--- src/rtl/seven_segment_number_formatter_defines.svh ---
// ----------------------------------------------------------------------------
// seven_segment_number_formatter_defines
// assertion macros shared by the formatter rtl
// ----------------------------------------------------------------------------
`ifndef SEVEN_SEGMENT_NUMBER_FORMATTER_DEFINES_SVH
`define SEVEN_SEGMENT_NUMBER_FORMATTER_DEFINES_SVH

// implication checked on every clock edge outside reset
`define SSNF_ASSERT(label, prop, msg) \
    label: assert property (@(posedge i_clk) disable iff (!i_rst_n) prop) \
        else $error(msg);

// check held on every clock edge, reset included
`define SSNF_ASSERT_ALWAYS(label, prop, msg) \
    label: assert property (@(posedge i_clk) prop) else $error(msg);

`endif

--- src/rtl/ssnf_pkg.sv ---
`timescale 1ns / 1ps
// ----------------------------------------------------------------------------
// ssnf_pkg
// format codes, segment table and sizes for the number formatter
// ----------------------------------------------------------------------------
package ssnf_pkg;

    // format kinds
    localparam logic [1:0] KIND_HEX   = 2'd0;
    localparam logic [1:0] KIND_UDEC  = 2'd1;
    localparam logic [1:0] KIND_SDEC  = 2'd2;
    localparam logic [1:0] KIND_BLANK = 2'd3;

    // magnitude width fed to the bcd shifter (9999 fits in 14 bits)
    localparam int BIN_W = 14;
    localparam int BCD_W = 16;

    localparam logic [16:0] UMAX      = 17'd9999;
    localparam logic [13:0] SAT_POS   = 14'd9999;
    localparam logic [13:0] SAT_NEG   = 14'd999;
    localparam logic [7:0]  DOT_BIT   = 8'h80;
    localparam logic [7:0]  MINUS_RST = 8'h40;

    // hex digit to segment pattern, bits 0-6 are a-g
    function automatic logic [7:0] seg_of(input logic [3:0] nib);
        logic [7:0] s;
        case (nib)
            4'h0: s = 8'h3f;
            4'h1: s = 8'h06;
            4'h2: s = 8'h5b;
            4'h3: s = 8'h4f;
            4'h4: s = 8'h66;
            4'h5: s = 8'h6d;
            4'h6: s = 8'h7d;
            4'h7: s = 8'h07;
            4'h8: s = 8'h7f;
            4'h9: s = 8'h6f;
            4'ha: s = 8'h77;
            4'hb: s = 8'h7c;
            4'hc: s = 8'h39;
            4'hd: s = 8'h5e;
            4'he: s = 8'h79;
            default: s = 8'h71;
        endcase
        return s;
    endfunction

endpackage

--- src/rtl/seven_segment_number_formatter.sv ---
`timescale 1ns / 1ps
// ----------------------------------------------------------------------------
// seven_segment_number_formatter
// turns one number into four digit writes for a 4-digit 7-segment display
// ----------------------------------------------------------------------------
// A request is taken when start is high and busy is low. Each request gives
// exactly four writes, one per cycle on consecutive cycles, each shown for a
// single cycle with o_valid; the receiver cannot stall them and must take
// every write as it comes. Hex and blank requests go straight to the output
// state; decimal requests first run a 14-step bit-serial binary-to-BCD
// shifter, one bit per cycle. Busy stays high until the last write is
// registered; that write is on the ports in the cycle the next request may
// be accepted. minus_pattern is to be written by the user through
// i_minus_we only while idle; the block itself does not enforce this.
// ----------------------------------------------------------------------------
module seven_segment_number_formatter (
    input  logic               i_clk,
    input  logic               i_rst_n,
    input  logic               i_minus_we,
    input  logic [7:0]         i_minus_pattern,
    input  logic               start,
    output logic               busy,
    input  logic [1:0]         i_kind,
    input  logic signed [16:0] i_number,
    input  logic [2:0]         i_dot_position,
    output logic               o_valid,
    output logic [1:0]         o_digit_position,
    output logic [7:0]         o_segments,
    output logic               o_last,
    output logic               o_overflow
);

    typedef enum logic [1:0] {
        S_IDLE,
        S_CONV,
        S_OUT
    } t_state;

    t_state                       r_state;
    logic [3:0]                   r_cnt;
    logic [ssnf_pkg::BIN_W-1:0]   r_bin;
    logic [ssnf_pkg::BCD_W-1:0]   r_bcd;
    logic [1:0]                   r_kind;
    logic [2:0]                   r_dot;
    logic                         r_neg;
    logic                         r_ovf;
    logic                         r_lead;
    logic [1:0]                   r_pos;
    logic [7:0]                   r_minus;
    logic                         r_valid;
    logic [1:0]                   r_out_pos;
    logic [7:0]                   r_seg;
    logic                         r_last;
    logic                         r_out_ovf;

    logic [ssnf_pkg::BIN_W-1:0]   n_mag;
    logic                         n_neg;
    logic                         n_ovf;
    logic [16:0]                  n_negated;
    logic [3:0]                   n_nib;
    logic [7:0]                   n_seg;
    logic                         n_lead;
    logic                         n_last;
    logic [ssnf_pkg::BCD_W-1:0]   n_dab;
    logic                         w_accept;

    // add three to every bcd digit of five or more before the shift
    function automatic logic [ssnf_pkg::BCD_W-1:0] dabble(
        input logic [ssnf_pkg::BCD_W-1:0] v
    );
        logic [ssnf_pkg::BCD_W-1:0] r;
        r = v;
        for (int i = 0; i < ssnf_pkg::BCD_W / 4; i++) begin
            if (v[4*i +: 4] >= 4'd5) begin
                r[4*i +: 4] = v[4*i +: 4] + 4'd3;
            end
        end
        return r;
    endfunction

    assign w_accept = start && !busy;
    assign busy     = (r_state != S_IDLE);
    assign n_dab    = dabble(r_bcd);

    // saturation and magnitude of the incoming number
    always_comb begin
        n_negated = 17'(-i_number);
        n_neg     = 1'b0;
        n_ovf     = 1'b0;
        n_mag     = i_number[ssnf_pkg::BIN_W-1:0];
        unique case (i_kind)
            ssnf_pkg::KIND_UDEC: begin
                if ($unsigned(i_number) > ssnf_pkg::UMAX) begin
                    n_ovf = 1'b1;
                    n_mag = ssnf_pkg::SAT_POS;
                end
            end
            ssnf_pkg::KIND_SDEC: begin
                if (i_number > 17'sd9999) begin
                    n_ovf = 1'b1;
                    n_mag = ssnf_pkg::SAT_POS;
                end else if (i_number < -17'sd999) begin
                    n_ovf = 1'b1;
                    n_neg = 1'b1;
                    n_mag = ssnf_pkg::SAT_NEG;
                end else if (i_number < 17'sd0) begin
                    n_neg = 1'b1;
                    n_mag = n_negated[ssnf_pkg::BIN_W-1:0];
                end
            end
            default: begin
            end
        endcase
    end

    // segment pattern of the digit being written
    always_comb begin
        n_nib  = (r_kind == ssnf_pkg::KIND_HEX) ? r_bcd[3:0]
                                                : r_bcd[ssnf_pkg::BCD_W-1 -: 4];
        n_lead = r_lead;
        n_seg  = 8'h00;
        unique case (r_kind)
            ssnf_pkg::KIND_HEX: begin
                n_seg = ssnf_pkg::seg_of(n_nib);
            end
            ssnf_pkg::KIND_UDEC: begin
                if (n_nib != 4'd0 || r_pos == 2'd0) begin
                    n_lead = 1'b1;
                end
                n_seg = n_lead ? ssnf_pkg::seg_of(n_nib) : 8'h00;
            end
            ssnf_pkg::KIND_SDEC: begin
                if (r_neg && r_pos == 2'd3) begin
                    n_seg = r_minus;
                end else begin
                    if (n_nib != 4'd0) begin
                        n_lead = 1'b1;
                    end
                    if (r_pos != 2'd0 && {1'b0, r_pos} == r_dot) begin
                        n_lead = 1'b1;
                        n_seg  = ssnf_pkg::seg_of(n_nib) | ssnf_pkg::DOT_BIT;
                    end else if (n_lead || r_pos == 2'd0) begin
                        n_seg = ssnf_pkg::seg_of(n_nib);
                    end
                end
            end
            default: begin
                n_seg = 8'h00;
            end
        endcase
        n_last = (r_kind == ssnf_pkg::KIND_HEX) ? (r_pos == 2'd3) : (r_pos == 2'd0);
    end

    // sequencer with registered write outputs
    always_ff @(posedge i_clk) begin
        if (!i_rst_n) begin
            r_state <= S_IDLE;
            r_valid <= 1'b0;
            r_minus <= ssnf_pkg::MINUS_RST;
        end else begin
            if (i_minus_we) begin
                r_minus <= i_minus_pattern;
            end
            r_valid <= 1'b0;
            unique case (r_state)
                S_IDLE: begin
                    if (w_accept) begin
                        r_kind <= i_kind;
                        r_dot  <= i_dot_position;
                        r_neg  <= n_neg;
                        r_ovf  <= n_ovf;
                        r_lead <= 1'b0;
                        r_bin  <= n_mag;
                        r_cnt  <= 4'(ssnf_pkg::BIN_W - 1);
                        unique case (i_kind)
                            ssnf_pkg::KIND_HEX: begin
                                r_bcd   <= i_number[ssnf_pkg::BCD_W-1:0];
                                r_pos   <= 2'd0;
                                r_state <= S_OUT;
                            end
                            ssnf_pkg::KIND_BLANK: begin
                                r_bcd   <= '0;
                                r_pos   <= 2'd3;
                                r_state <= S_OUT;
                            end
                            default: begin
                                r_bcd   <= '0;
                                r_pos   <= 2'd3;
                                r_state <= S_CONV;
                            end
                        endcase
                    end
                end
                S_CONV: begin
                    // one binary bit into the bcd register per cycle
                    r_bcd <= {n_dab[ssnf_pkg::BCD_W-2:0], r_bin[ssnf_pkg::BIN_W-1]};
                    r_bin <= {r_bin[ssnf_pkg::BIN_W-2:0], 1'b0};
                    r_cnt <= r_cnt - 4'd1;
                    if (r_cnt == 4'd0) begin
                        r_state <= S_OUT;
                    end
                end
                S_OUT: begin
                    // one digit out per cycle
                    r_valid   <= 1'b1;
                    r_out_pos <= r_pos;
                    r_seg     <= n_seg;
                    r_last    <= n_last;
                    r_out_ovf <= r_ovf;
                    r_lead    <= n_lead;
                    if (r_kind == ssnf_pkg::KIND_HEX) begin
                        r_bcd <= {4'd0, r_bcd[ssnf_pkg::BCD_W-1:4]};
                        r_pos <= r_pos + 2'd1;
                    end else begin
                        r_bcd <= {r_bcd[ssnf_pkg::BCD_W-5:0], 4'd0};
                        r_pos <= r_pos - 2'd1;
                    end
                    if (n_last) begin
                        r_state <= S_IDLE;
                    end
                end
                default: begin
                    r_state <= S_IDLE;
                end
            endcase
        end
    end

    assign o_valid          = r_valid;
    assign o_digit_position = r_out_pos;
    assign o_segments       = r_seg;
    assign o_last           = r_last;
    assign o_overflow       = r_out_ovf;

    // checks
    `include "seven_segment_number_formatter_defines.svh"

    `SSNF_ASSERT(a_accept_busy, w_accept |=> busy, "accepted request did not set busy")
    `SSNF_ASSERT(a_writes_run, o_valid && !o_last |=> o_valid, "gap inside a write burst")
    `SSNF_ASSERT(a_last_ends, o_valid && o_last |=> !o_valid, "write after the last one")
    `SSNF_ASSERT(a_ovf_stable, o_valid && !o_last |=> $stable(o_overflow), "overflow changed within a burst")
    `SSNF_ASSERT(a_valid_in_out, o_valid && !o_last |-> r_state == S_OUT, "write burst outside the output state")

endmodule

--- config.mk ---
export PLATFORM = sky130hd
export DESIGN_NAME = seven_segment_number_formatter
export DESIGN_NICKNAME = d
export VERILOG_FILES = /design/src/rtl/ssnf_pkg.sv /design/src/rtl/seven_segment_number_formatter.sv
export VERILOG_INCLUDE_DIRS = /design/src /design/src/rtl
export SDC_FILE = /design/constraint.sdc
export NUM_CORES = 1
export LEC_CHECK = 0
export BUFFER_PORTS_ARGS = -buffer_cell sky130_fd_sc_hd__buf_2
export CORE_ASPECT_RATIO = 0.8
export CORE_MARGIN = 4
export CORE_UTILIZATION = 25
export DETAILED_ROUTE_END_ITERATION = 8
export PLACE_DENSITY_LB_ADDON = 0.15
export SETUP_SLACK_MARGIN = 0.3
export SLEW_MARGIN = 20
export SYNTH_ARGS = -nofsm -noshare
export SYNTH_HDL_FRONTEND = slang
export SYNTH_SLANG_ARGS = --single-unit
--- constraint.sdc ---
create_clock -name i_clk -period 3.3 [get_ports i_clk]
set_input_delay 0.495 -clock i_clk [delete_from_list [all_inputs] [get_ports i_clk]]
set_output_delay 0.495 -clock i_clk [all_outputs]
set_load 0.02 [all_outputs]
==> out/qor.yml <==
drtIter0Drc: 254
max-vdd-ir-drop_mv: 0.278
grt.busiest_layer: "met2"
finalClockSkew_ns: 0.00687
path_depth: 8
grt_max_degree: 37
p_leak_nw: 2.06
synthAdderAreaFrac_pct: 6.28
synth.distinct_cells: 75
finalHoldViolCount: 0
nFillCells: 1907
hold-path-cell-count: 2
run_status: "complete, no violations"
coreArea_sq_mm: 0.0184
cts_max_level: 3
vias_per_cell: 5.04
hold_path_class: "primary input to register"
synth_ff_type: "edfxtp_1"
nNetsFinal: 609
dp_slack_ns: 0.153
ys_seq_elements: 67
routed_wirelength_mm: 14.2
cellPowerDensity_mw_per_mm2: 660
finalSetupViolations: 0
drcViolationCount: 0
cp-start-kind: "primary input"
clkSinkCount: 67
min_period_over_period_pct: 84.8
syn_to_final_growth_pct: 17.4
grt_first_pass_wirelength_mm: 23.0
synth_nets: 565
critPathArrivalTime_ns: 2.99
rsz0062_at_grt: "false"
synth_compound_area_share_pct: 20.2
antenna_found_initial: 0
r2r_cells: 9
synthSimpleGateAreaFrac_pct: 17.3
path_buf_inv: 1
use_met2_pct: 21.1
clk_latency_ns: 0.34
synth_top_family_by_area: "compound AO/OA/AOI/OAI gates"
initial_core_util_pct: 25.9
cpLargestDelayFamily: "simple AND/OR/NAND/NOR gates"
cp_cell_sequence: "buf_2, or4_4, a311oi_1, or3_1, ha_1, nand2b_1, or4b_2, a31oi_1"
synth_area_per_cell_sq_um: 9.43
layout_common_cells: "nand2_1, edfxtp_1, buf_2"
finalPower_w: 0.00371
num_vias: 4080
synth-xor-area-share_pct: 2.38
hold_slack_ns: 0.335
yosys_warnings: 0
drv_slew: 0
clk_pin_slew_ns: 0.06
fin_crit_ns: 2.80
finalSetupTns_ns: 0
cts_resized: 0
root_buffer: "clkbuf_16"
max-cap-violations: 0
synth_mux_area_share_pct: 8.48
tightest_slew_ns: 0.779
cts_buffers: 9
die_area_sq_mm: 0.0214
syn-cell-area_sq_mm: 0.00478
async_flop_share_pct: 0
first_global_vias: 4091
wl_per_cell_um: 17.6
gr-total-overflow: 0
cpMaxStageDelayCell: "or4b_2"
pin_count: 48
port_buffers: 47
synth_cells: 507
fmax_mhz: 357
die_w_um: 163
setup_slack_ns: 0.503
die_h_um: 132
drive_gt1_share_pct: 19.4
cts_hold_buf: 0
synth_edf_count: 56
endpoint_kind: "register"
met3_usage_pct: 2.94
cp_max_fo: 9
drtAntennaViolNets: 0
place_congestion: 0.858
worstPathRequired_ns: 3.49
cts_setup_buffers: 0
first_pass_iters: 6
dp_hpwl_mm: 10.6
cts_tree: "built"
maxSlewHeadroom_pct: 48.1
std_cell_rows: 44
slowest_delay_ns: 0.66
met1_usage_pct: 19.0
antenna_cells: 0
cts_buffer_depth: 2
ys_seq_area_share_pct: 39.8
critPathKind: "primary input to register"
grt_use_total_pct: 13.6
-- final timing paths --
check	endpoint	from	slack, ns
max	r_bin[10]	i_number[8]	0.50
max reg2reg	o_segments[0]	r_kind[0]	0.67
min	r_minus[6]	i_rst_n	0.34
min reg2reg	r_minus[6]	r_minus[6]	0.49
-- synth_stat cells (7+ instances only) --
master / instances / area [sq um]
edfxtp_1: 56 / 1680
nor3b_1: 8 / 60.1
a22oi_1: 7 / 52.6
xnor2_1: 13 / 114
dfxtp_1: 11 / 220
nand2b_1: 9 / 56.3
a31oi_1: 8 / 50.1
clkbuf_1: 19 / 71.3
nor2_1: 36 / 135
a21oi_1: 33 / 165
inv_1: 30 / 113
nand3_1: 8 / 40.0
ha_1: 24 / 300
mux2i_1: 31 / 310
nand2_1: 56 / 210
o21ai_0: 36 / 180
-- per-layer routing --
layer	share of wire [%]	wire, um
met1	47	6740
met2	46	6600
met3	4.8	687
met4	1.4	192
met5	0	0
-- cells by family after synthesis --
family / count (synthesis)
AO/OA/AOI/OAI: 143
XOR/XNOR: 13
adder cells (fa/ha/maj): 24
buffers and inverters: 63
flip-flops: 67
multiplexers: 38
AND/OR/NAND/NOR: 159
-- power by group --
group / switching (W) / total [W] / leakage [nW] / internal, W
sequential: 0.000130 / 0.00130 / 0.607 / 0.00117
clock: 0.000379 / 0.000961 / 0.141 / 0.000581
combinational: 0.000892 / 0.00145 / 1.31 / 0.000554
total: 0.00140 / 0.00371 / 2.06 / 0.00230
-- registers in the layout (all words and copies together) (netlist names) --
name,flops
r_bcd,16
r_bin,14
o_segments,8
r_minus,8
r_cnt,4
r_dot,3
o_digit_position,2
r_kind,2
r_pos,2
r_state,2
o_last,1
o_overflow,1
o_valid,1
r_lead,1
r_neg,1
r_ovf,1
-- area by class of cell --
cell class / instances / area, sq um / share of cell area (%)
clock buffer: 9 / 225 / 4.01
clock inverter: 7 / 68.8 / 1.23
inverter: 31 / 116 / 2.07
multi-input combinational: 377 / 2610 / 46.6
sequential: 67 / 1900 / 33.9
tap: 253 / 317 / 5.64
timing repair buffer: 65 / 370 / 6.60
-- stage by stage --
stage / cells / area [sq um] / utilization [%]
2_1_floorplan: 507 / 4780 / -
3_3_place_gp: 793 / 5320 / 28.8
3_5_place_dp: 793 / 5320 / 28.8
4_1_cts: 809 / 5610 / 30.4
5_1_grt: 809 / 5610 / 30.4
6_report: 809 / 5610 / 30.4
Power figures use the tool's default switching activity.
